## src/hdl/lru_key_cache_table_defines.svh

```systemverilog
// ----------------------------------------------------------------------------
// lru_key_cache_table assertion macros
// Property wrappers shared by the cache table RTL; empty under SYNTH.
// ----------------------------------------------------------------------------
`ifndef LRU_KEY_CACHE_TABLE_DEFINES_SVH
`define LRU_KEY_CACHE_TABLE_DEFINES_SVH
`ifndef SYNTH
`define LKC_ASSERT_SAME(label, clk, rst_n, ante, cons) \
	label: assert property (@(posedge clk) disable iff (!rst_n) (ante) |-> (cons)) \
		else $error("lkc assertion failed");
`define LKC_ASSERT_NEXT(label, clk, rst_n, ante, cons) \
	label: assert property (@(posedge clk) disable iff (!rst_n) (ante) |=> (cons)) \
		else $error("lkc assertion failed");
`else
`define LKC_ASSERT_SAME(label, clk, rst_n, ante, cons)
`define LKC_ASSERT_NEXT(label, clk, rst_n, ante, cons)
`endif
`endif

```

## src/hdl/lkc_pkg.sv

```systemverilog
// ----------------------------------------------------------------------------
// lkc_pkg
// Shared constants, operation codes and types of the LRU key cache table.
// ----------------------------------------------------------------------------
`timescale 1ns / 1ps

package lkc_pkg;

	localparam int ENTRIES = 64;
	localparam int IDX_W   = $clog2(ENTRIES);
	localparam int KEY_W   = 64;
	localparam int HND_W   = 32;
	localparam int STAMP_W = 32;

	localparam logic [1:0] OP_LOOKUP = 2'd0;
	localparam logic [1:0] OP_INSERT = 2'd1;
	localparam logic [1:0] OP_REMOVE = 2'd2;
	localparam logic [1:0] OP_CLEAR  = 2'd3;

	typedef struct packed {
		logic [KEY_W-1:0]   key;
		logic [HND_W-1:0]   handle;
		logic [STAMP_W-1:0] stamp;
	} entry_t;

	localparam int ENTRY_W = $bits(entry_t);

	typedef struct packed {
		logic             we;
		logic [IDX_W-1:0] waddr;
		entry_t           wdata;
		logic             re;
		logic [IDX_W-1:0] raddr;
	} ram_req_t;

	typedef struct packed {
		logic             hit;
		logic [HND_W-1:0] found_handle;
		logic             stored;
		logic             evicted;
		logic [HND_W-1:0] evicted_handle;
	} res_t;

endpackage

```

## src/hdl/lkc_ctrl.sv

```systemverilog
// ----------------------------------------------------------------------------
// lkc_ctrl
// Scan sequencer: holds the valid flags, walks the entry memory once per
// lookup, insert or remove and commits the chosen entry when the result is taken.
// ----------------------------------------------------------------------------
`timescale 1ns / 1ps
`include "lru_key_cache_table_defines.svh"

module lkc_ctrl (
	input  logic                       clk,
	input  logic                       arst_n,
	input  logic                       req_valid,
	output logic                       req_stall,
	input  logic [1:0]                 operation,
	input  logic [lkc_pkg::KEY_W-1:0]  key_tag,
	input  logic [lkc_pkg::HND_W-1:0]  handle,
	input  logic [lkc_pkg::STAMP_W-1:0] current_frame,
	input  logic                       res_take,
	output logic                       res_valid,
	output lkc_pkg::res_t              res,
	output lkc_pkg::ram_req_t          ram_req,
	input  lkc_pkg::entry_t            ram_rdata
);

	localparam logic [1:0] ST_IDLE = 2'd0;
	localparam logic [1:0] ST_SCAN = 2'd1;
	localparam logic [1:0] ST_DONE = 2'd2;
	localparam logic [lkc_pkg::IDX_W-1:0] LAST_IDX = lkc_pkg::IDX_W'(lkc_pkg::ENTRIES - 1);

	logic [1:0]                    state_q;
	logic [lkc_pkg::ENTRIES-1:0]   valid_q;
	logic [1:0]                    op_q;
	logic [lkc_pkg::KEY_W-1:0]     key_q;
	logic [lkc_pkg::HND_W-1:0]     hnd_q;
	logic [lkc_pkg::STAMP_W-1:0]   frame_q;
	logic [lkc_pkg::IDX_W-1:0]     rd_idx_q;
	logic                          issued_all_q;
	logic                          chk_vld_s1;
	logic [lkc_pkg::IDX_W-1:0]     chk_idx_s1;
	logic                          found_q;
	logic                          free_q;
	logic [lkc_pkg::IDX_W-1:0]     slot_q;
	logic [lkc_pkg::HND_W-1:0]     slot_hnd_q;
	logic [lkc_pkg::STAMP_W-1:0]   oldest_q;
	logic                          accept;
	logic                          issue;
	logic                          commit;
	logic                          chk_v;

	assign req_stall = (state_q != ST_IDLE);
	assign accept    = req_valid && !req_stall;
	assign issue     = (state_q == ST_SCAN) && !issued_all_q;
	assign res_valid = (state_q == ST_DONE);
	assign commit    = res_valid && res_take;
	assign chk_v     = valid_q[chk_idx_s1];

	always_comb begin
		res.hit            = (op_q == lkc_pkg::OP_LOOKUP) && found_q;
		res.found_handle   = res.hit ? slot_hnd_q : '0;
		res.stored         = (op_q == lkc_pkg::OP_INSERT) && found_q;
		res.evicted        = res.stored && !free_q;
		res.evicted_handle = res.evicted ? slot_hnd_q : '0;
	end

	always_comb begin
		ram_req.re    = issue;
		ram_req.raddr = rd_idx_q;
		ram_req.waddr = slot_q;
		ram_req.we    = commit && found_q &&
			((op_q == lkc_pkg::OP_LOOKUP) || (op_q == lkc_pkg::OP_INSERT));
		ram_req.wdata.key    = key_q;
		ram_req.wdata.handle = (op_q == lkc_pkg::OP_INSERT) ? hnd_q : slot_hnd_q;
		ram_req.wdata.stamp  = frame_q;
	end

	always_ff @(posedge clk or negedge arst_n) begin
		if (!arst_n) begin
			state_q      <= ST_IDLE;
			valid_q      <= '0;
			issued_all_q <= 1'b0;
			chk_vld_s1   <= 1'b0;
			found_q      <= 1'b0;
			free_q       <= 1'b0;
		end else begin
			chk_vld_s1 <= issue;
			case (state_q)
				ST_IDLE: begin
					if (accept) begin
						found_q      <= 1'b0;
						free_q       <= 1'b0;
						issued_all_q <= 1'b0;
						if (operation == lkc_pkg::OP_CLEAR) begin
							valid_q <= '0;
							state_q <= ST_DONE;
						end else begin
							state_q <= ST_SCAN;
						end
					end
				end
				ST_SCAN: begin
					if (issue && (rd_idx_q == LAST_IDX)) begin
						issued_all_q <= 1'b1;
					end
					if (chk_vld_s1) begin
						case (op_q)
							lkc_pkg::OP_LOOKUP: begin
								if (!found_q && chk_v && (ram_rdata.key == key_q)) begin
									found_q <= 1'b1;
								end
							end
							lkc_pkg::OP_INSERT: begin
								if ((hnd_q != '0) && !free_q) begin
									if (!chk_v) begin
										found_q <= 1'b1;
										free_q  <= 1'b1;
									end else if (ram_rdata.stamp < oldest_q) begin
										found_q <= 1'b1;
									end
								end
							end
							lkc_pkg::OP_REMOVE: begin
								if ((hnd_q != '0) && !found_q && chk_v &&
										(ram_rdata.handle == hnd_q)) begin
									found_q <= 1'b1;
								end
							end
							default: begin
							end
						endcase
						if (chk_idx_s1 == LAST_IDX) begin
							state_q <= ST_DONE;
						end
					end
				end
				ST_DONE: begin
					if (commit) begin
						state_q <= ST_IDLE;
						if (found_q && (op_q == lkc_pkg::OP_INSERT)) begin
							valid_q[slot_q] <= 1'b1;
						end
						if (found_q && (op_q == lkc_pkg::OP_REMOVE)) begin
							valid_q[slot_q] <= 1'b0;
						end
					end
				end
				default: begin
					state_q <= ST_IDLE;
				end
			endcase
		end
	end

	always_ff @(posedge clk) begin
		chk_idx_s1 <= rd_idx_q;
		if (accept) begin
			op_q     <= operation;
			key_q    <= key_tag;
			hnd_q    <= handle;
			frame_q  <= current_frame;
			oldest_q <= current_frame;
			rd_idx_q <= '0;
		end else if (issue) begin
			rd_idx_q <= rd_idx_q + 1'b1;
		end
		if ((state_q == ST_SCAN) && chk_vld_s1) begin
			case (op_q)
				lkc_pkg::OP_LOOKUP: begin
					if (!found_q && chk_v && (ram_rdata.key == key_q)) begin
						slot_q     <= chk_idx_s1;
						slot_hnd_q <= ram_rdata.handle;
					end
				end
				lkc_pkg::OP_INSERT: begin
					if ((hnd_q != '0) && !free_q) begin
						if (!chk_v) begin
							slot_q <= chk_idx_s1;
						end else if (ram_rdata.stamp < oldest_q) begin
							slot_q     <= chk_idx_s1;
							slot_hnd_q <= ram_rdata.handle;
							oldest_q   <= ram_rdata.stamp;
						end
					end
				end
				lkc_pkg::OP_REMOVE: begin
					if ((hnd_q != '0) && !found_q && chk_v &&
							(ram_rdata.handle == hnd_q)) begin
						slot_q <= chk_idx_s1;
					end
				end
				default: begin
				end
			endcase
		end
	end

	`LKC_ASSERT_SAME(a_write_outside_scan, clk, arst_n, ram_req.we, !issue && !chk_vld_s1)
	`LKC_ASSERT_SAME(a_evict_needs_store, clk, arst_n, res_valid && res.evicted, res.stored && (hnd_q != '0))
	`LKC_ASSERT_NEXT(a_clear_empties, clk, arst_n, accept && (operation == lkc_pkg::OP_CLEAR), valid_q == '0)
	`LKC_ASSERT_NEXT(a_insert_marks_valid, clk, arst_n, commit && found_q && (op_q == lkc_pkg::OP_INSERT), valid_q[$past(slot_q)])

endmodule

```

## config.mk

```make
export PLATFORM = sky130hd
export DESIGN_NAME = lkc_ctrl
export DESIGN_NICKNAME = d
export VERILOG_FILES = /design/src/hdl/lkc_pkg.sv /design/src/hdl/lkc_ctrl.sv
export VERILOG_INCLUDE_DIRS = /design/src /design/src/hdl
export SDC_FILE = /design/constraint.sdc
export NUM_CORES = 1
export LEC_CHECK = 0
export ABC_AREA = 0
export BUFFER_PORTS_ARGS = -buffer_cell sky130_fd_sc_hd__buf_4
export CAP_MARGIN = 10
export CORE_MARGIN = 5
export CORE_UTILIZATION = 46
export CTS_BUF_LIST = sky130_fd_sc_hd__clkbuf_16
export DETAILED_ROUTE_END_ITERATION = 12
export GPL_ROUTABILITY_DRIVEN = 0
export PLACE_DENSITY = 0.79
export SLEW_MARGIN = 20
export SYNTH_ARGS = -nofsm -noshare
export SYNTH_HDL_FRONTEND = slang
export SYNTH_SLANG_ARGS = --single-unit
export TNS_END_PERCENT = 20
```

## constraint.sdc

```tcl
create_clock -name clk -period 5.8 [get_ports clk]
set_input_delay 0 -clock clk [delete_from_list [all_inputs] [get_ports clk]]
set_output_delay 0 -clock clk [all_outputs]
set_load 0.01 [all_outputs]
```

== After elaboration in Yosys (flattened, before gate mapping) ==
Index checks and enable logic that the tools add are counted.

* Register bits: 282
* Input bits: 262
* Output and inout port bits: 211
* Word-level logic and storage cells: 144

* Add/subtract/negate cells: 1
* Magnitude comparators: 4
* Equal/unequal tests: 29
* Multiplexer cells: 54
* Bitwise operators: 3
* Reduce and logical (&&, ||, !) cells: 38

{| class="wikitable"
|+ Operators by type and width
! kind !! count
|-
| $mux 64 || 7
|-
| $mux 32 || 13
|-
| $pmux 64 s2 || 1
|-
| $and 64x64->64 || 1
|-
| $eq 64x64->1 || 1
|-
| $not 64->64 || 1
|-
| $or 64x64->64 || 1
|-
| $pmux 32 s2 || 1
|-
| $eq 32x32->1 || 1
|-
| $lt 32x32->1 || 1
|-
| $reduce_bool 32->1 || 1
|-
| $mux 6 || 5
|-
| $logic_and 1x1->1 || 18
|-
| $pmux 6 s3 || 1
|-
| $reduce_and 6->1 || 3
|-
| $ne 2x2->1 const B || 8
|-
| $lt 6x7->1 const B || 2
|-
| $mux 1 || 14
|-
| $eq 6x6->1 const B || 2
|-
| $ne 2x1->1 const B || 6
|-
| $ne 3x2->1 const B || 4
|-
| $mux 2 || 5
|-
| $reduce_and 4->1 || 2
|-
| $reduce_and 8->1 || 1
|-
| other kinds (17) || 29
|}

== Logic depth before layout (Yosys ltp) ==
* Depth in word-level cells: 12
* Gate-level depth with buffers: 10
* Gate-level depth less buffers: 9

== Least setup slack after synthesis ==
Ideal clock, no wire load.

* Kind: flip-flop to flip-flop
* Start: register oldest_q[19] (netlist name)
* End: register slot_hnd_q[0] (netlist name) (enable)
* Library setup time: 513 ps
* Arrival: 5320 ps
* Data required time: 5287 ps
* Setup slack: -33 ps
* Cell stages (with the launch flop): 10
* Cell sequence: dfxtp_1 inv_1 ha_1 a21oi_1 o21ai_0 a221o_1 a2111o_1 a21oi_1 mux2i_1 nor4b_1

* Word-level cells in the longest chain between the ends: 3

{| class="wikitable"
|+ Ends and longest elaborated chain
! item !! RTL line !! source
|-
| start, declared || lkc_ctrl.sv:44 || <nowiki>logic [lkc_pkg::STAMP_W-1:0] oldest_q;</nowiki>
|-
| start signal, assigned || lkc_ctrl.sv:160 || <nowiki>oldest_q <= current_frame;</nowiki>
|-
| start signal, assigned || lkc_ctrl.sv:180 || <nowiki>oldest_q <= ram_rdata.stamp;</nowiki>
|-
| $lt 32x32->1 || lkc_ctrl.sv:177 || <nowiki>end else if (ram_rdata.stamp < oldest_q) begin</nowiki>
|-
| $ne 2x1->1 (no line) || -- ||
|-
| $reduce_and 6->1 (no line) || -- ||
|-
| end signal, assigned || lkc_ctrl.sv:170 || <nowiki>slot_hnd_q <= ram_rdata.handle;</nowiki>
|-
| end signal, assigned || lkc_ctrl.sv:179 || <nowiki>slot_hnd_q <= ram_rdata.handle;</nowiki>
|-
| end, declared || lkc_ctrl.sv:43 || <nowiki>logic [lkc_pkg::HND_W-1:0] slot_hnd_q;</nowiki>
|}

No other way between the ends.
A chain may end at the register's enable or synchronous reset.

== Worst setup path in the final report ==
* Start: register key_q[61] (netlist name)
* End: register slot_hnd_q[22] (netlist name) (enable)

* Word-level cells in the longest chain between the ends: 4

{| class="wikitable"
|+ Ends and longest elaborated chain
! item !! RTL line !! source
|-
| start, declared || lkc_ctrl.sv:33 || <nowiki>logic [lkc_pkg::KEY_W-1:0] key_q;</nowiki>
|-
| start signal, assigned || lkc_ctrl.sv:157 || <nowiki>key_q <= key_tag;</nowiki>
|-
| $eq 64x64->1 || lkc_ctrl.sv:168 || <nowiki>if (!found_q && chk_v && (ram_rdata.key == key_q)) begin</nowiki>
|-
| $logic_and 1x1->1 || lkc_ctrl.sv:168 ||
|-
| $ne 2x1->1 (no line) || -- ||
|-
| $reduce_and 6->1 (no line) || -- ||
|}

No other way between the ends.

==> qor.yml <==
outcome:
  status: "finished clean"
pwr:
  p_leak_nw: 8.724
  ir_worst_vdd_mv: 0.2235
  power_density_mw_per_mm2: 332.4
  finalPower_mw: 6.855
setup_path:
  critPathTopFamily: "simple AND/OR/NAND/NOR gates"
  worstPathMaxFanout: 32
  worstPathRequired_ps: 5990
  path_common_cell: "nor4_1"
  cp.arrival_ps: 3930
  slowest_stage: "nor4_1"
  end_kind: "flip-flop"
  path_cells: "xor2_1 > nor4_1 > nand3_1 > nor4_1 > mux2i_1 > nor4b_4 > buf_4"
  timing.critical_path.buf_inv: 1
  setup.worst_path.class: "flip-flop to flip-flop"
  critPathLaunchType: "flip-flop"
  max_stage_delay_ps: 800
clock_network:
  clockBufferDepth: 3
  root_buffer: "clkbuf_16"
  htree_levels: 1
  cts_tree: "built"
  numCtsBuffers: 31
  clock_latency_ps: 560
  cts.sinks: 282
  cts.reportedPaths.clkPinSlew_ps: 60
synth:
  yosys_warnings: 0
  yosysTopAreaCellShare_pct: 36.46
  synth-main-ff-cell: "edfxtp_1"
  yosysUniqueCellTypes: 57
  synthCells: 1201
  yosys-top-cells-area: "edfxtp_1, dfrtp_1, dfxtp_1"
  syn_area_mm2: 0.01384
  yosys.area.top_type: "edfxtp_1"
  avgSynthCellArea_um2: 11.52
  ys_ff_latch: 282
  synth_seq_area_share_pct: 55.48
  synth_nets: 1495
  async_flop_share_pct: 24.82
  synth-edff-count: 168
finish:
  drive_gt1_share_pct: 32.69
  regArea_mm2: 0.007677
  multi_input_area_mm2: 0.005723
  fill_cells: 1908
  areaGrowthSynthToFinish_pct: 49.04
  final_area_mm2: 0.02062
  finalNetCount: 2136
sta:
  setup_viol: 0
  fmax_mhz: 267.2
  fin_crit_ps: 3743
  holdWs_ps: 102.4
  slew_headroom_pct: 34.63
  fin_crit_sh_pct: 64.53
  fin_setup_tns_ps: 0
  finClkSkew_ps: 28.90
  hold_viol: 0
  rsz0062_at_grt: "false"
  tightest_slew_ps: 977.0
  slew_violations: 0
global_route:
  grt_max_degree: 85
  grt_pass1_wl_mm: 80.49
  grt_pass1_vias: 13560
  grt_antenna_before_repair: 3
  grt-ovfl-total: 0
  grt_util_all_layers_pct: 30.71
die:
  core_mm2: 0.02964
  die_area_mm2: 0.03365
  core.rowCount: 63
  die_h_um: 183.4
  io_pins: 473
  start_util_pct: 46.69
  dieWidth_um: 183.4
flow_run:
  timing.max_cap.violations: 0
drt:
  vias: 13000
  wl_mm: 54.16
  drtAntennaViolNets: 0
  drtIter0Drc: 1332
  wire_per_inst_um: 23.98
  first_pass_iters: 5
  vias_per_cell: 5.756
  drc: 0
placement:
  dpl_cell_area_mm2: 0.01764
  hpwlAfterDp_mm: 35.44
  portBuffers: 472
min_path:
  min_path_type: "primary input to async pin"
## final timing paths
path,cells past startpoint,to,from,slack [ps]
worst max-delay path,7,slot_hnd_q[22],key_q[61],2060
worst min-delay path,2,valid_q[11],arst_n,100
worst max register to register,7,slot_hnd_q[22],key_q[61],2060
worst min register to register,0,chk_idx_s1[5],rd_idx_q[5],430
max in group asynchronous,2,valid_q[53],arst_n,5060
min in group clk,2,key_q[10],key_tag[10],160
## synthesized netlist by cell type (3+ instances only)
cell	count
o22ai_1	3
clkbuf_1	57
or3b_2	4
mux4_1	3
and4_1	4
buf_12	3
or3_1	18
edfxtp_1	168
nand4_1	16
mux2_4	31
nand3b_1	9
and2_1	66
o211ai_1	3
buf_4	3
nor2b_1	4
inv_1	38
mux4_2	7
a21oi_1	77
nand3_1	13
nand2b_1	4
o21ai_0	99
nor2_1	83
mux2i_1	13
mux2_2	38
buf_2	3
ha_1	32
xnor2_1	18
dfrtp_1	70
nor4_1	28
a21o_1	5
nor3_1	73
nand2_1	50
dfxtp_1	44
xor2_1	82
## flip-flops by register name (all words and copies together) (netlist names)
name	flops
rd_idx_q	6
chk_vld_s1	1
free_q	1
chk_idx_s1	6
issued_all_q	1
oldest_q	32
op_q	2
slot_q	6
state_q	2
valid_q	64
key_q	64
found_q	1
hnd_q	32
frame_q	32
slot_hnd_q	32
## logic make-up (layout without fill, tap and decap cells)
logic type / after synthesis / after routing / synth area share (%)
adders and majority gates: 32 / 32 / 2.894
buffers and inverters: 107 / 772 / 3.418
muxes: 92 / 92 / 9.106
AOI/OAI and AO/OA: 207 / 207 / 8.346
xor gates and xnor gates: 100 / 100 / 6.330
other: 0 / 3 / 0
and+or+nand+nor: 381 / 381 / 14.42
DFF: 282 / 282 / 55.48
## per-layer routing
metal,track usage (%),vias up,wire length (um),share of wire [%]
met3,8.686,192,5789,11
li1,-,5624,-,-
met1,35.11,6260,18620,34
met5,0,-,0,0
met2,52.93,927,26670,49
met4,15.14,0,3083,5.7
## layout by cell type (no fill, tap or decap), types with 5 or more instances in the layout
cell,instances
xnor2_1,18
mux2_4,31
dfxtp_1,44
nor4_1,28
mux2_2,38
nor3_1,72
a21o_1,5
and2_1,65
edfxtp_1,168
or3_1,18
dlygate4sd3_1,198
inv_1,43
dfrtp_1,70
clkbuf_16,31
nor2_1,83
nand4_1,16
buf_4,478
ha_1,32
nand2_1,49
a21oi_1,76
o21ai_0,99
nand3_1,13
mux2i_1,13
clkinv_1,10
mux4_2,7
nand3b_1,9
clkinv_2,5
xor2_1,82
## layout make-up
class / instances / share of cell area (%)
Sequential cell: 282 / 37.23
Multi-Input combinational cell: 812 / 27.75
Timing Repair Buffer: 677 / 27.11
Clock buffer: 31 / 3.762
Tap cell: 390 / 2.366
Clock inverter: 26 / 1.056
Inverter: 38 / 0.6917
Antenna cell: 3 / 0.03640
## through the flow
stage,setup slack [ps],utilization [%],instances
3_3_place_gp,2060,59.52,2001
6_report,2057,69.58,2259
3_5_place_dp,1947,59.52,2001
5_1_grt,1754,69.57,2258
4_1_cts,1921,69.55,2256
2_1_floorplan,283.7,-,1201
## where the power goes
part	internal [mW]	switching (mW)	leakage [nW]
clock	1.14	0.818	0.505
sequential	2.49	0.309	2.88
combinational	0.993	1.11	5.34
## what timing repair did
action	CTS	global route
gates resized for setup	0	0
endpoints found under the setup margin	0	0
endpoints found under the hold margin	266	0
buffers inserted	0	0
hold buffers	198	0
Power figures use the tool's default switching activity.
