[src/hdl/lru_key_cache_table_defines.svh]
// ----------------------------------------------------------------------------
// lru_key_cache_table assertion macros
// Property wrappers shared by the cache table RTL; empty under SYNTH.
// ----------------------------------------------------------------------------
`ifndef LRU_KEY_CACHE_TABLE_DEFINES_SVH
`define LRU_KEY_CACHE_TABLE_DEFINES_SVH
`ifndef SYNTH
`define LKC_ASSERT_SAME(label, clk, rst_n, ante, cons) \
	label: assert property (@(posedge clk) disable iff (!rst_n) (ante) |-> (cons)) \
		else $error("lkc assertion failed");
`define LKC_ASSERT_NEXT(label, clk, rst_n, ante, cons) \
	label: assert property (@(posedge clk) disable iff (!rst_n) (ante) |=> (cons)) \
		else $error("lkc assertion failed");
`else
`define LKC_ASSERT_SAME(label, clk, rst_n, ante, cons)
`define LKC_ASSERT_NEXT(label, clk, rst_n, ante, cons)
`endif
`endif

[src/hdl/lkc_entry_ram.sv]
// ----------------------------------------------------------------------------
// lkc_entry_ram
// Simple dual-port synchronous RAM with a registered read port.
// ----------------------------------------------------------------------------
`timescale 1ns / 1ps

module lkc_entry_ram #(
	parameter int WIDTH = 8,
	parameter int DEPTH = 2
) (
	input  logic                     clk,
	input  logic                     we,
	input  logic [$clog2(DEPTH)-1:0] waddr,
	input  logic [WIDTH-1:0]         wdata,
	input  logic                     re,
	input  logic [$clog2(DEPTH)-1:0] raddr,
	output logic [WIDTH-1:0]         rdata
);

	logic [WIDTH-1:0] mem [DEPTH];

	always_ff @(posedge clk) begin
		if (we) begin
			mem[waddr] <= wdata;
		end
	end

	always_ff @(posedge clk) begin
		if (re) begin
			rdata <= mem[raddr];
		end
	end

endmodule

[config.mk]
export PLATFORM = sky130hd
export DESIGN_NAME = lkc_entry_ram
export DESIGN_NICKNAME = d
export VERILOG_FILES = /design/src/hdl/lru_key_cache_table_defines.svh /design/src/hdl/lkc_entry_ram.sv
export SDC_FILE = /design/constraint.sdc
export NUM_CORES = 1
export LEC_CHECK = 0
export BUFFER_PORTS_ARGS = -buffer_cell sky130_fd_sc_hd__buf_2
export CORE_MARGIN = 4
export CORE_UTILIZATION = 35
export DETAILED_ROUTE_END_ITERATION = 8
export HOLD_SLACK_MARGIN = 0.02
export SLEW_MARGIN = 20
export SYNTH_ARGS = -nofsm -noshare
export SYNTH_HDL_FRONTEND = slang
export SYNTH_SLANG_ARGS = --single-unit
[constraint.sdc]
create_clock -name clk -period 2.1 [get_ports clk]
set_input_delay 0.42 -clock clk [delete_from_list [all_inputs] [get_ports clk]]
set_output_delay 0.42 -clock clk [all_outputs]
set_load 0.05 [all_outputs]
; ---- After elaboration in Yosys (flattened, before gate mapping)
; Memories as Yosys holds them, arrays and structs flattened. A register that Yosys moved wholly into a read port is not among the register bits.
; Index checks and enable logic that the tools add are counted.
[totals]
reg_bits = 0
ramBits = 16
in_bits = 13
out_inout_bits = 8
word_cells = 3
memories = 1
[mem_list]
columns = name, depth, width, rd, rd_clocked_by_memory_dff, write_ports, line_no
row1 = mem, 2, 8, 1, 1, 1, lkc_entry_ram.sv:20  ; logic [WIDTH-1:0] mem [DEPTH];
[op_classes]
n_mux = 2
[ops]
columns = operator, n
row1 = $mux 1, 2

; ---- Logic depth before layout (Yosys ltp)
; Gate-level depths: netlist of run 1.
[logic_depth]
word_depth = 2
depth_mapped = 2

; ---- Least setup slack after synthesis of run 1
; No wires, ideal clock.
[synth_path]
path_type = input to register
startpoint = input we
endpoint = memory mem[0][0] (enable)
setup_ns = 0.373
arrival_ns = 0.840
required_time_ns = 1.727
path_slack_ns = 0.887
path_stages = 1
n_path_buf = 0
path_cell_list = nor2b_1
[synth_via]
elab_chain_len = 2
[synth_lines]
columns = item, line_no
row1 = start: declaration, lkc_entry_ram.sv:12  ; input logic we,
row2 = $mux 1, lkc_entry_ram.sv:23  ; if (we) begin
row3 = $mux 1 (not written as such), lkc_entry_ram.sv:24  ; mem[waddr] <= wdata;
row4 = end: declaration, lkc_entry_ram.sv:20
; Every way passes these cells.

; ---- Worst setup path after layout of run 1
[layout_path]
startpoint = register rdata[1], read port of mem
endpoint = output rdata[1]
[layout_lines]
columns = item, line_no
row1 = start: declaration, lkc_entry_ram.sv:17  ; output logic [WIDTH-1:0] rdata
; No word-level cell between the ends.

==> results, run 1 <==
- The count of buffers added on input and output ports is 20.
- The worst setup path is of the flop to output port kind.
- The DRC violation count after routing is 0.
- The number of hold buffers added after CTS was 0.
- The finished cells cover 0.001011 sq mm.
- The flow ran to the end, and the final reports show no timing, DRC or antenna violations.
- After detailed routing, the average wire length per cell comes to 12.16 microns.
- The clock reaches the later pin of the worst-skew pair after 300 ps.
- The fraction of final layout cells sized beyond drive strength 1 is 54.39%.
- Clock-pin slew was measured on the worst setup and hold paths at 120 ps.
- In the post-synthesis netlist, the biggest area contributors are edfxtp_1, mux2_4, buf_6, and2_1, nor2b_1.
- For the worst setup path, the data required time is 1680 ps.
- Setup repair after global routing left no endpoint under its margin.
- 0 antenna diodes ended up in the layout.
- The number of buffers and inverters on the critical path is 1.
- Routability-driven placement finished with a final weighted congestion of 0.6669.
- The total vias in the final route is 363.
- After detailed routing, the number of vias per cell comes to 4.271.
- The effective utilization at floorplan is 37.99%.
- The die footprint is 0.003329 sq mm.
- The pre-antenna-repair detailed-routing pass consisted of 4 iterations.
- The number of levels the H-tree was split into is 1.
- The die height is 57.70 microns.
- From synthesis to final layout, the design area changed by 16.93%.
- The leakage power summed over all cells is 0.3915 nW.
- Counting flops and latches in the post-synthesis netlist gives 24.
- The placeable core area is 0.002276 sq mm.
- Entering global routing, the biggest net connects 13 pins.
- The per-instance average area after synthesis is 24.70 sq um.
- Yosys printed 0 warnings.
- No sink is reached through more buffers than the 2 on the longest clock path.
- The endpoint type of the worst setup path is an output port.
- The first routing iteration left 7 violations.
- The floorplan has 17 rows.
- The max-slew violation count is 0.
- The cell area after placement is 988.4 sq um.
- The number of nets in the synthesized netlist is 48.
- The transition at the pin with the smallest max-transition slack is 659.6 ps.
- Counting I/O delays and the setup requirement, the final critical path takes 1316 ps.
- In this design, the stage delay of the slowest critical-path cell is 340 ps.
- The post-synthesis cell type with the largest combined area is edfxtp_1.
- The number of antenna violations at the first check in global routing came to 0.
- The number of global-route vias before repair was 371.
- The total track usage is 7.210%.
- The clock root buffer is clkbuf_4.
- The power per cell area is 849.8 mW/mm^2.
- Counting every sink on the clock net gives 24.
- The cell type of the slowest stage on the worst timing path is edfxtp_1.
- Summing the sequential cell areas from Yosys gives 83.36% of the chip area.
- The number of gates given a new drive strength after cts is 0.
- The remaining global-route overflow is 0.
- The max-cap violation count is 0.
- The arrival time of data at the critical path endpoint is 900 ps.
- For the final routed database, the setup TNS stands at 0 ps.
- The wire length after detailed routing is 1034 microns.
- Synthesis produced a netlist whose cell count is 35.
- The die is 57.70 microns wide.
- The proportion of netlist area held by the largest area contributor is 83.36%.
- The final critical path takes up 62.67% of the cycle.
- In this run the cell area of the synthesized design comes to 864.6 sq um.
- TritonCTS built the clock tree.
- The final HPWL from detailed placement is 799.3 microns.
- The worst-case vdd ir drop is 0.0004522 V.
- The highest clock frequency the design can meet is 0.7598 GHz.
- The net count of the finished layout is 72.
- In this design, the largest share of critical-path delay is due to flip-flops.
- Clock tree synthesis inserted a total of 3 buffers.
- Clock skew on the completed layout was measured at 5.299 ps.
- The element type at the critical path start is a flop.
- Of all nets on the critical path, the largest fanout is 1.
- The detail route stage leaves a number of antenna-violating nets equal to 0.
- The top-level port count is 21.
- The type of the most critical hold path is input pin to flop.
- The first-pass GRT wire length is 1690 microns.
- The relative slew slack is 55.93%.
- The critical path goes through buf_2.
- The post-CTS setup buffer count is 0.
- After synthesis, the netlist uses 5 different library cells.
- The number of hold violations in the final report was 0.
- The number of failing setup endpoints in the final timing report is 0.
==> per-layer routing <==
layer | track usage [%] | part of all wire, % | up-vias
met4 | 5.960 | 3.0 | 0
met2 | 9.516 | 41 | 19
met1 | 9.117 | 46 | 157
met3 | 2.895 | 10 | 4
li1 | - | - | 183
met5 | 0 | 0 | -
==> synthesized netlist by cell type (all sizes together) <==
cell type  number
and2            1
mux2            8
buf             1
edfxtp         24
nor2b           1
==> power breakdown <==
part           switching (W)  internal (W)  total [W]  leakage (nW)
Sequential        0.00000740      0.000565   0.000573         0.228
Combinational      0.0000632     0.0000366  0.0000998         0.149
Clock               0.000120     0.0000669   0.000187        0.0138
Total               0.000191      0.000669   0.000859         0.391
==> state kept, by name (all words and copies together), names as in the netlist <==
name   cells
mem       16
rdata      8
==> path summary, 6_finish.rpt <==
path / from / to / slack (ps) / depth (start not counted)
max reg2reg: mem[0][6] / rdata[6] / 1200 / 1
min reg2reg: mem[1][2] / rdata[2] / 560 / 1
min: wdata[4] / mem[1][4] / 300 / 1
max: rdata[1] / rdata[1] / 780 / 1
==> area by class of cell <==
type | instances | area (sq um)
timing repair buffer | 20 | 100.1
multi-input combinational | 10 | 132.6
clock buffer | 3 | 22.52
fill | 210 | 1265
tap | 28 | 35.03
sequential | 24 | 720.7
==> per-stage QoR <==
step / hold WS (ps) / cells / total power, W / worst slack [ps] / util (%)
6_report: 299.0 / 85 / 0.0008591 / 783.9 / 44.42
5_1_grt: 276.3 / 85 / 0.0008969 / 727.8 / 44.42
4_1_cts: 292.6 / 85 / 0.0008685 / 767.0 / 44.42
3_5_place_dp: 536.8 / 82 / 0.0006861 / 651.0 / 43.43
3_3_place_gp: 530.9 / 82 / 0.0006842 / 705.1 / 43.43
2_1_floorplan: 518.9 / 35 / 0.0006567 / 886.6 / -
==> cells in the final DEF, fill, tap and decap left out <==
cell and instances:
edfxtp_1 24, and2_1 1, buf_2 20, mux2_4 8, clkbuf_4 3, nor2b_1 1
==> cell families (layout without fill, tap and decap cells) <==
kind of cell           count (synthesis)  in the layout  share of synthesized area, %
flip-flops                            24             24                         83.36
multiplexers                           8              8                         13.89
buffers and inverters                  1             23                         1.302
AND/OR/NAND/NOR                        2              2                         1.448
Note: power is estimated with default switching activity, not from simulation.
==> run 2: changes to the inputs <==
- clock period: 2.1 -> 1.1 ns (I/O delays scaled with it)
==> run 2 against run 1 <==
Against the previous run:
- cell count grew 2.4%
- critical path depth is the same
- first-iteration DRC count fell by 43%
- hold slack got worse by 200 ps
- combinational power increased by 120%
- global-route usage shrank 0.79 points
- flip-flop and latch count is the same
- die area did not move
- sequential power increased by 92%
- highest routed layer is now met3
- non-clock buffer count rose by 1
- register-to-register slack worse by 1000 ps
- via count increased by 3.9%
==> results, run 2 (synthesis gave the netlist of run 1 again) <==
- The type of the most critical hold path is input pin to flop.
- The largest registers in the layout are mem (16), rdata (8).
- The die footprint is 0.003329 sq mm (unchanged).
- The least setup slack across all paths after layout is 9.602 ps (-774.3 ps).
- The family with the most delay on the worst path is flip-flops.
- The count of inserted antenna diode cells is 0 (unchanged).
- The library cell used most frequently in the layout, excluding fill and tap cells, is edfxtp_1.
- The shortest clock period the worst path allows after layout is 1090 ps.
- The count of antenna-violating nets left after detailed routing was 0 (unchanged).
- The largest net degree at the start of global routing is 14 (+1).
- The effective utilization at floorplan was 37.99% (unchanged).
- Setup repair after global routing could not meet its margin everywhere.
- The number of global-route vias before repair was 380 (+2.4%).
- The count of clock tree sinks is 24 (unchanged).
- The worst-case clock buffer depth is 2 (unchanged).
- The post-cts hold buffer count is 0 (unchanged).
- The placeable core area is 0.002276 sq mm (unchanged).
- The number of levels the H-tree was split into is 1 (unchanged).
- The worst path required time was 880 ps (-800 ps).
- The run finished with clean final reports.
- The die height came to 57.70 microns (unchanged).
- The worst-case vdd ir drop came to 0.0007612 V (+68%).
- The largest incremental delay on the critical path came to 400 ps (+60 ps).
- The count of standard-cell rows is 17 (unchanged).
- The total track usage is 6.420% (-0.79 points).
- mem holds more flip-flops than any other register.
- The fraction of final layout cells sized beyond drive strength 1 is 54.24% (-0.15 points).
- The CTS tree is yes.
- The post-layout utilization of the core came to 47.11% (+2.7 points).
- The insertion delay to the later sink of the worst-skew pair came to 300 ps (about the same).
- The number of failing setup endpoints in the final timing report was 0 (unchanged).
- The post-CTS setup buffer count is 0 (unchanged).
- Compared with the post-synthesis result, the final layout area differs by 24.02%.
- The number of CTS-inserted buffers was 3 (unchanged).
- The top-level port count came to 21 (unchanged).
- The count of routing violations after the opening detailed-route iteration came to 4 (-3).
- The remaining global-route overflow is 0 (unchanged).
- The tree is rooted in a clkbuf_4.
- The relative slew slack is 76.64% (+21 points).
- The highest clock frequency the design can meet is 0.9171 GHz.
- The number of hold violations in the final report came to 0 (unchanged).
- The top cell types in the final layout, fill and taps aside, are edfxtp_1, buf_2, mux2_4, buf_6, clkbuf_4.
- The die outline width is 57.70 microns (unchanged).
- The max-cap violation count is 0 (unchanged).
- The critical path start-end classification is flop to output port.
- The max-slew violation count came to 0 (unchanged).
- The cell type of the slowest stage on the worst timing path is edfxtp_1.
- The total chip power is 0.001687 W (+96%).
- The power per cell area came to 1574 mW/mm^2 (+85%).
- The finished layout cell area came to 0.001072 sq mm (+6.1%).
- The signal on the critical path passes through buf_6.
- The pre-CTS setup slack came to 42.08 ps (-608.9 ps).
- The DRC violation count after routing is 0 (unchanged).
- The detail-routed via count per cell is 4.333 (+1.5%).
- The total vias in the final route is 377 (+3.9%).
- The endpoint type of the worst setup path is an output port.
- The number of antenna violations at the first check in global routing is 0 (unchanged).
- The sum of buffers and inverters on the critical path came to 1 (unchanged).
- The first-pass GRT wire length is 1593 microns (-5.7%).
- The transition at the pin with the smallest max-transition slack is 350.5 ps (-309.2 ps).
- The leakage power summed over all cells came to 0.4151 nW (+6.0%).
- The cell area after placement is 996.0 sq um (+0.76%).
- The final worst-path cycle share is 99.13%.
- The setup clock skew after layout is 0.6903 ps (-4.608 ps).
- The wire length per cell is 11.92 microns (-2.0%).
- The count of input and output buffers was 20 (unchanged).
- The arrival time of data at the critical path endpoint is 870 ps (-30 ps).
- The final net count is 73 (+1.4%).
- The worst-path maximum fanout came to 1 (unchanged).
- The worst setup path is launched from a flop.
- The weighted congestion reported at the end of routability-driven placement is 0.6195 (-7.1%).
- The register clock-pin slew on the reported worst setup and hold paths is 120 ps (about the same).
- The flip-flop count of the largest register, all copies and words added was 16 (unchanged).
- The wire length after detailed routing is 1037 microns (+0.29%).
- The number of search-and-repair iterations in the first detailed-routing pass is 3 (-1).
==> run 2: cell types whose count changed in the layout (fill, tap and decap cells not counted) <==
cell | before | now
buf_6 | 0 | 8
buf_2 | 20 | 12
clkinv_1 | 0 | 1
buf_4 | 0 | 1
==> run 2: final cells by class <==
type                    instances  area, sq um
well taps                      28        35.03
multi-input cells              10        132.6
clock inverters                 1        3.754
flip-flops and latches         24        720.7
repair buffers                 21        157.7
fillers                       207         1204
clock buffers                   3        22.52
==> run 2: stage by stage <==
stage	hold WS, ps	cells	setup TNS (ps)
floorplan	318.9	35	0
global placement	407.9	83	0
detailed placement	411.8	83	0
finish	97.31	87	0
global route	78.41	87	-219.7
CTS	88.92	87	-5.268
==> run 2: layer usage <==
| layer | track usage (%) | wire, microns | up-vias |
|---|---|---|---|
| li1 | - | - | 183 |
| met1 | 8.000 | 428 | 177 |
| met2 | 9.839 | 505 | 17 |
| met3 | 2.450 | 103 | 0 |
| met4 | 2.980 | 0 | 0 |
| met5 | 0 | 0 | - |
==> run 2: repair_timing <==
action,4_1_cts,5_1_grt
cloned,0,0
setup endpoints to repair,8,8
gates resized for setup,15,1
==> run 2: final timing paths <==
path	startpoint	end	slack [ps]	cells after the start
setup / recovery	rdata[2]	rdata[2]	10	1
hold reg to reg	mem[1][2]	rdata[2]	560	1
hold / removal	wdata[4]	mem[1][4]	100	1
setup reg to reg	mem[0][0]	rdata[0]	200	1
==> run 2: power by group <==
group          internal, W  switching, W
Clock             0.000132      0.000237
Combinational    0.0000974      0.000121
Sequential         0.00108     0.0000196
==> run 3: changes to the inputs <==
- REMOVE_ABC_BUFFERS: default -> 1
==> run 3 against run 2 <==
Against the previous run:
- sequential power is essentially flat
- worst setup slack got worse by 1.8 ps
- via count rose by 2.1%
- largest cell class unchanged
- critical endpoint is now rdata[6]
- largest power group unchanged
- global-route usage increased by 1.4 points
- fmax down 0.17%
- highest routed layer is now met4
- routed wire length grew 9.5%
- die area unchanged
- register-to-register slack about the same
- critical path depth did not move
- combinational power about the same
- core utilization increased by 0.33 points
==> results, run 3 (synthesis gave the netlist of run 1 again) <==
- The worst-case reg-to-reg path depth is 1 (unchanged).
- The flop-to-flop setup slack was 190 ps (about the same).
- The wire length per cell is 12.90 microns (+8.2%).
- Leaving out fill and tap cells, the most frequent cells in the layout are edfxtp_1, buf_2, mux2_4, buf_6, clkbuf_4.
- The die footprint is 0.003329 sq mm (unchanged).
- The worst path required time was 880 ps (about the same).
- The insertion delay to the later sink of the worst-skew pair is 310 ps (about the same).
- The part of the total power dissipated in combinational logic was 13.1% (about the same).
- The power per cell area is 1568 mW/mm^2 (-0.39%).
- The relative slew slack is 83.33% (+6.7 points).
- The critical path start-end classification is flop to output port.
- The post-CTS setup buffer count is 0 (unchanged).
- Setup repair after global routing could not meet its margin everywhere.
- The wire length after detailed routing is 1135 microns (+9.5%).
- The DRC violation count after routing was 0 (unchanged).
- STA classifies the critical path endpoint as an output port.
- The first-pass GRT wire length was 1814 microns (+14%).
- Grouping stages by cell kind, the critical path spends the most delay in flip-flops.
- The number of global-route vias before repair is 412 (+8.4%).
- Among all stages on the critical path, the largest delay is contributed by edfxtp_1.
- The switching power came to 0.0003808 W (+0.65%).
- The max-cap violation count came to 0 (unchanged).
- The effective utilization at floorplan is 37.99% (unchanged).
- The worst-path maximum fanout came to 1 (unchanged).
- The least setup slack across all paths after layout is 7.787 ps (-1.815 ps).
- The placeable core area came to 0.002276 sq mm (unchanged).
- The count of routing violations after the opening detailed-route iteration is 7 (+3).
- The number of levels the H-tree was split into is 1 (unchanged).
- The element type at the critical path start is a flop.
- The finished layout cell area is 0.001080 sq mm (+0.70%).
- In this run the most critical hold path is launched from wdata[5].
- The total vias in the final route was 385 (+2.1%).
- The clock power share came to 21.9% (about the same).
- The largest incremental delay on the critical path is 400 ps (about the same).
- The end of the worst hold path is mem[1][5].
- The weighted congestion reported at the end of routability-driven placement was 0.6166 (-0.47%).
- Traced cell by cell, the critical path runs through buf_6.
- The shortest clock period the worst path allows after layout came to 1092 ps (+1.815 ps).
- The number of instances on the worst hold path came to 1 (unchanged).
- The area overhead of the layout relative to synthesis is 24.89%.
- The path class of the tightest hold or removal check is input pin to flop.
- The highest clock frequency the design can meet is 0.9156 GHz (-0.17%).
- The number of failing setup endpoints in the final timing report is 0 (unchanged).
- The count of antenna-violating nets left after detailed routing is 0 (unchanged).
- The count of standard-cell rows came to 17 (unchanged).
- The number of fill cells is 208 (+0.48%).
- The die outline width is 57.70 microns (unchanged).
- The flow ran to the end, and the final reports show no timing, DRC or antenna violations.
- The post-layout utilization of the core is 47.44% (+0.33 points).
- The count of inserted antenna diode cells is 0 (unchanged).
- The arrival time of data at the critical path endpoint is 870 ps (about the same).
- The largest registers in the layout are mem (16), rdata (8).
- TritonCTS built the clock tree.
- The setup clock skew after layout is 3.208 ps (+2.518 ps).
- The total track usage is 7.815% (+1.4 points).
- The worst-case vdd ir drop is 0.0009067 V (+19%).
- The die height is 57.70 microns (unchanged).
- The detail-routed via count per cell is 4.375 (+0.96%).
- The leakage power summed over all cells was 0.4202 nW (+1.2%).
- The count of clock tree sinks is 24 (unchanged).
- The pre-CTS setup slack was 43.20 ps (+1.124 ps).
- The cell area after placement is 0.001003 sq mm (+0.75%).
- The number of search-and-repair iterations in the first detailed-routing pass is 3 (unchanged).
- The remaining global-route overflow is 0 (unchanged).
- The number of antenna violations at the first check in global routing is 0 (unchanged).
- The final net count is 74 (+1.4%).
- The start of the worst register-to-register path is mem[0][7].
- The post-cts hold buffer count is 0 (unchanged).
- The clock root buffer is clkbuf_4.
- The transition at the pin with the smallest max-transition slack was 250.0 ps (-100.5 ps).
- The largest net degree at the start of global routing is 14 (unchanged).
- The register clock-pin slew on the reported worst setup and hold paths is 120 ps (about the same).
- The sum of buffers and inverters on the critical path is 1 (unchanged).
- The max-slew violation count is 0 (unchanged).
- The count of input and output buffers is 20 (unchanged).
- The internal portion of total power came to 0.001312 W (+0.21%).
- The end of the worst register-to-register path is rdata[7].
- The final worst-path cycle share is 99.29% (+0.17 points).
- The number of hold violations in the final report is 0 (unchanged).
- The flip-flop count of the largest register, all copies and words added was 16 (unchanged).
- The register name with the most flops is mem.
- The sequential fraction of design power is 65.0% (about the same).
- The number of CTS-inserted buffers came to 3 (unchanged).
- The fraction of final layout cells sized beyond drive strength 1 is 55.00% (+0.76 points).
- The top-level port count was 21 (unchanged).
- The worst-case clock buffer depth is 2 (unchanged).
- The switching portion of total power came to 22.50% (+0.075 points).
- Leaving out fill and tap cells, the most frequent cell in the layout is edfxtp_1.
## run 3: power groups by stage
stage	Combinational (W)	Sequential, W	Clock, W
floorplan	0.0000530	0.00119	0
global placement	0.000196	0.00112	0
detailed placement	0.000200	0.00112	0
CTS	0.000225	0.00110	0.000399
global route	0.000234	0.00111	0.000441
finish	0.000222	0.00110	0.000371
## run 3: worst max-delay path by stage
stage | startpoint | endpoint | slack [ps] | cells past startpoint
floorplan | we | mem[0][0] | 90 | 1
global placement | raddr | rdata[4] | 70 | 2
detailed placement | raddr | rdata[5] | 40 | 2
CTS | rdata[2] | rdata[2] | -20 | 1
global route | rdata[4] | rdata[4] | -60 | 1
finish | rdata[6] | rdata[6] | 8 | 1
## run 3: what timing repair did
action                     4_1_cts  5_1_grt
setup endpoints to repair        8        8
resized for setup               16        0
cloned                           0        0
## run 3: per-stage QoR
| stage | hold slack, ps | power (W) | instances | TNS, ps |
|---|---|---|---|---|
| after floorplan | 318.9 | 0.001244 | 34 | 0 |
| after global placement | 408.4 | 0.001312 | 84 | 0 |
| after detailed placement | 414.7 | 0.001317 | 84 | 0 |
| after CTS | 74.37 | 0.001726 | 88 | -111.6 |
| after global routing | 70.04 | 0.001781 | 88 | -364.7 |
| final | 93.61 | 0.001693 | 88 | 0 |
## run 3: routing by layer
metal | vias up | track usage (%) | part of all wire, % | wire length [microns]
li1 | 187 | - | - | -
met1 | 175 | 8.108 | 41 | 464
met2 | 21 | 12.74 | 47 | 535
met3 | 2 | 2.227 | 10 | 118
met4 | 0 | 6.954 | 1.4 | 16
met5 | - | 0 | 0 | 0
## run 3: area by class of cell
type,count,area (sq um),share of cell area (%)
clock buffers,3,22.52,2.086
clock inverters,1,3.754,0.3476
multi-input cells,10,132.6,12.28
flip-flops and latches,24,720.7,66.74
well taps,28,35.03,3.244
repair buffers,22,165.2,15.30
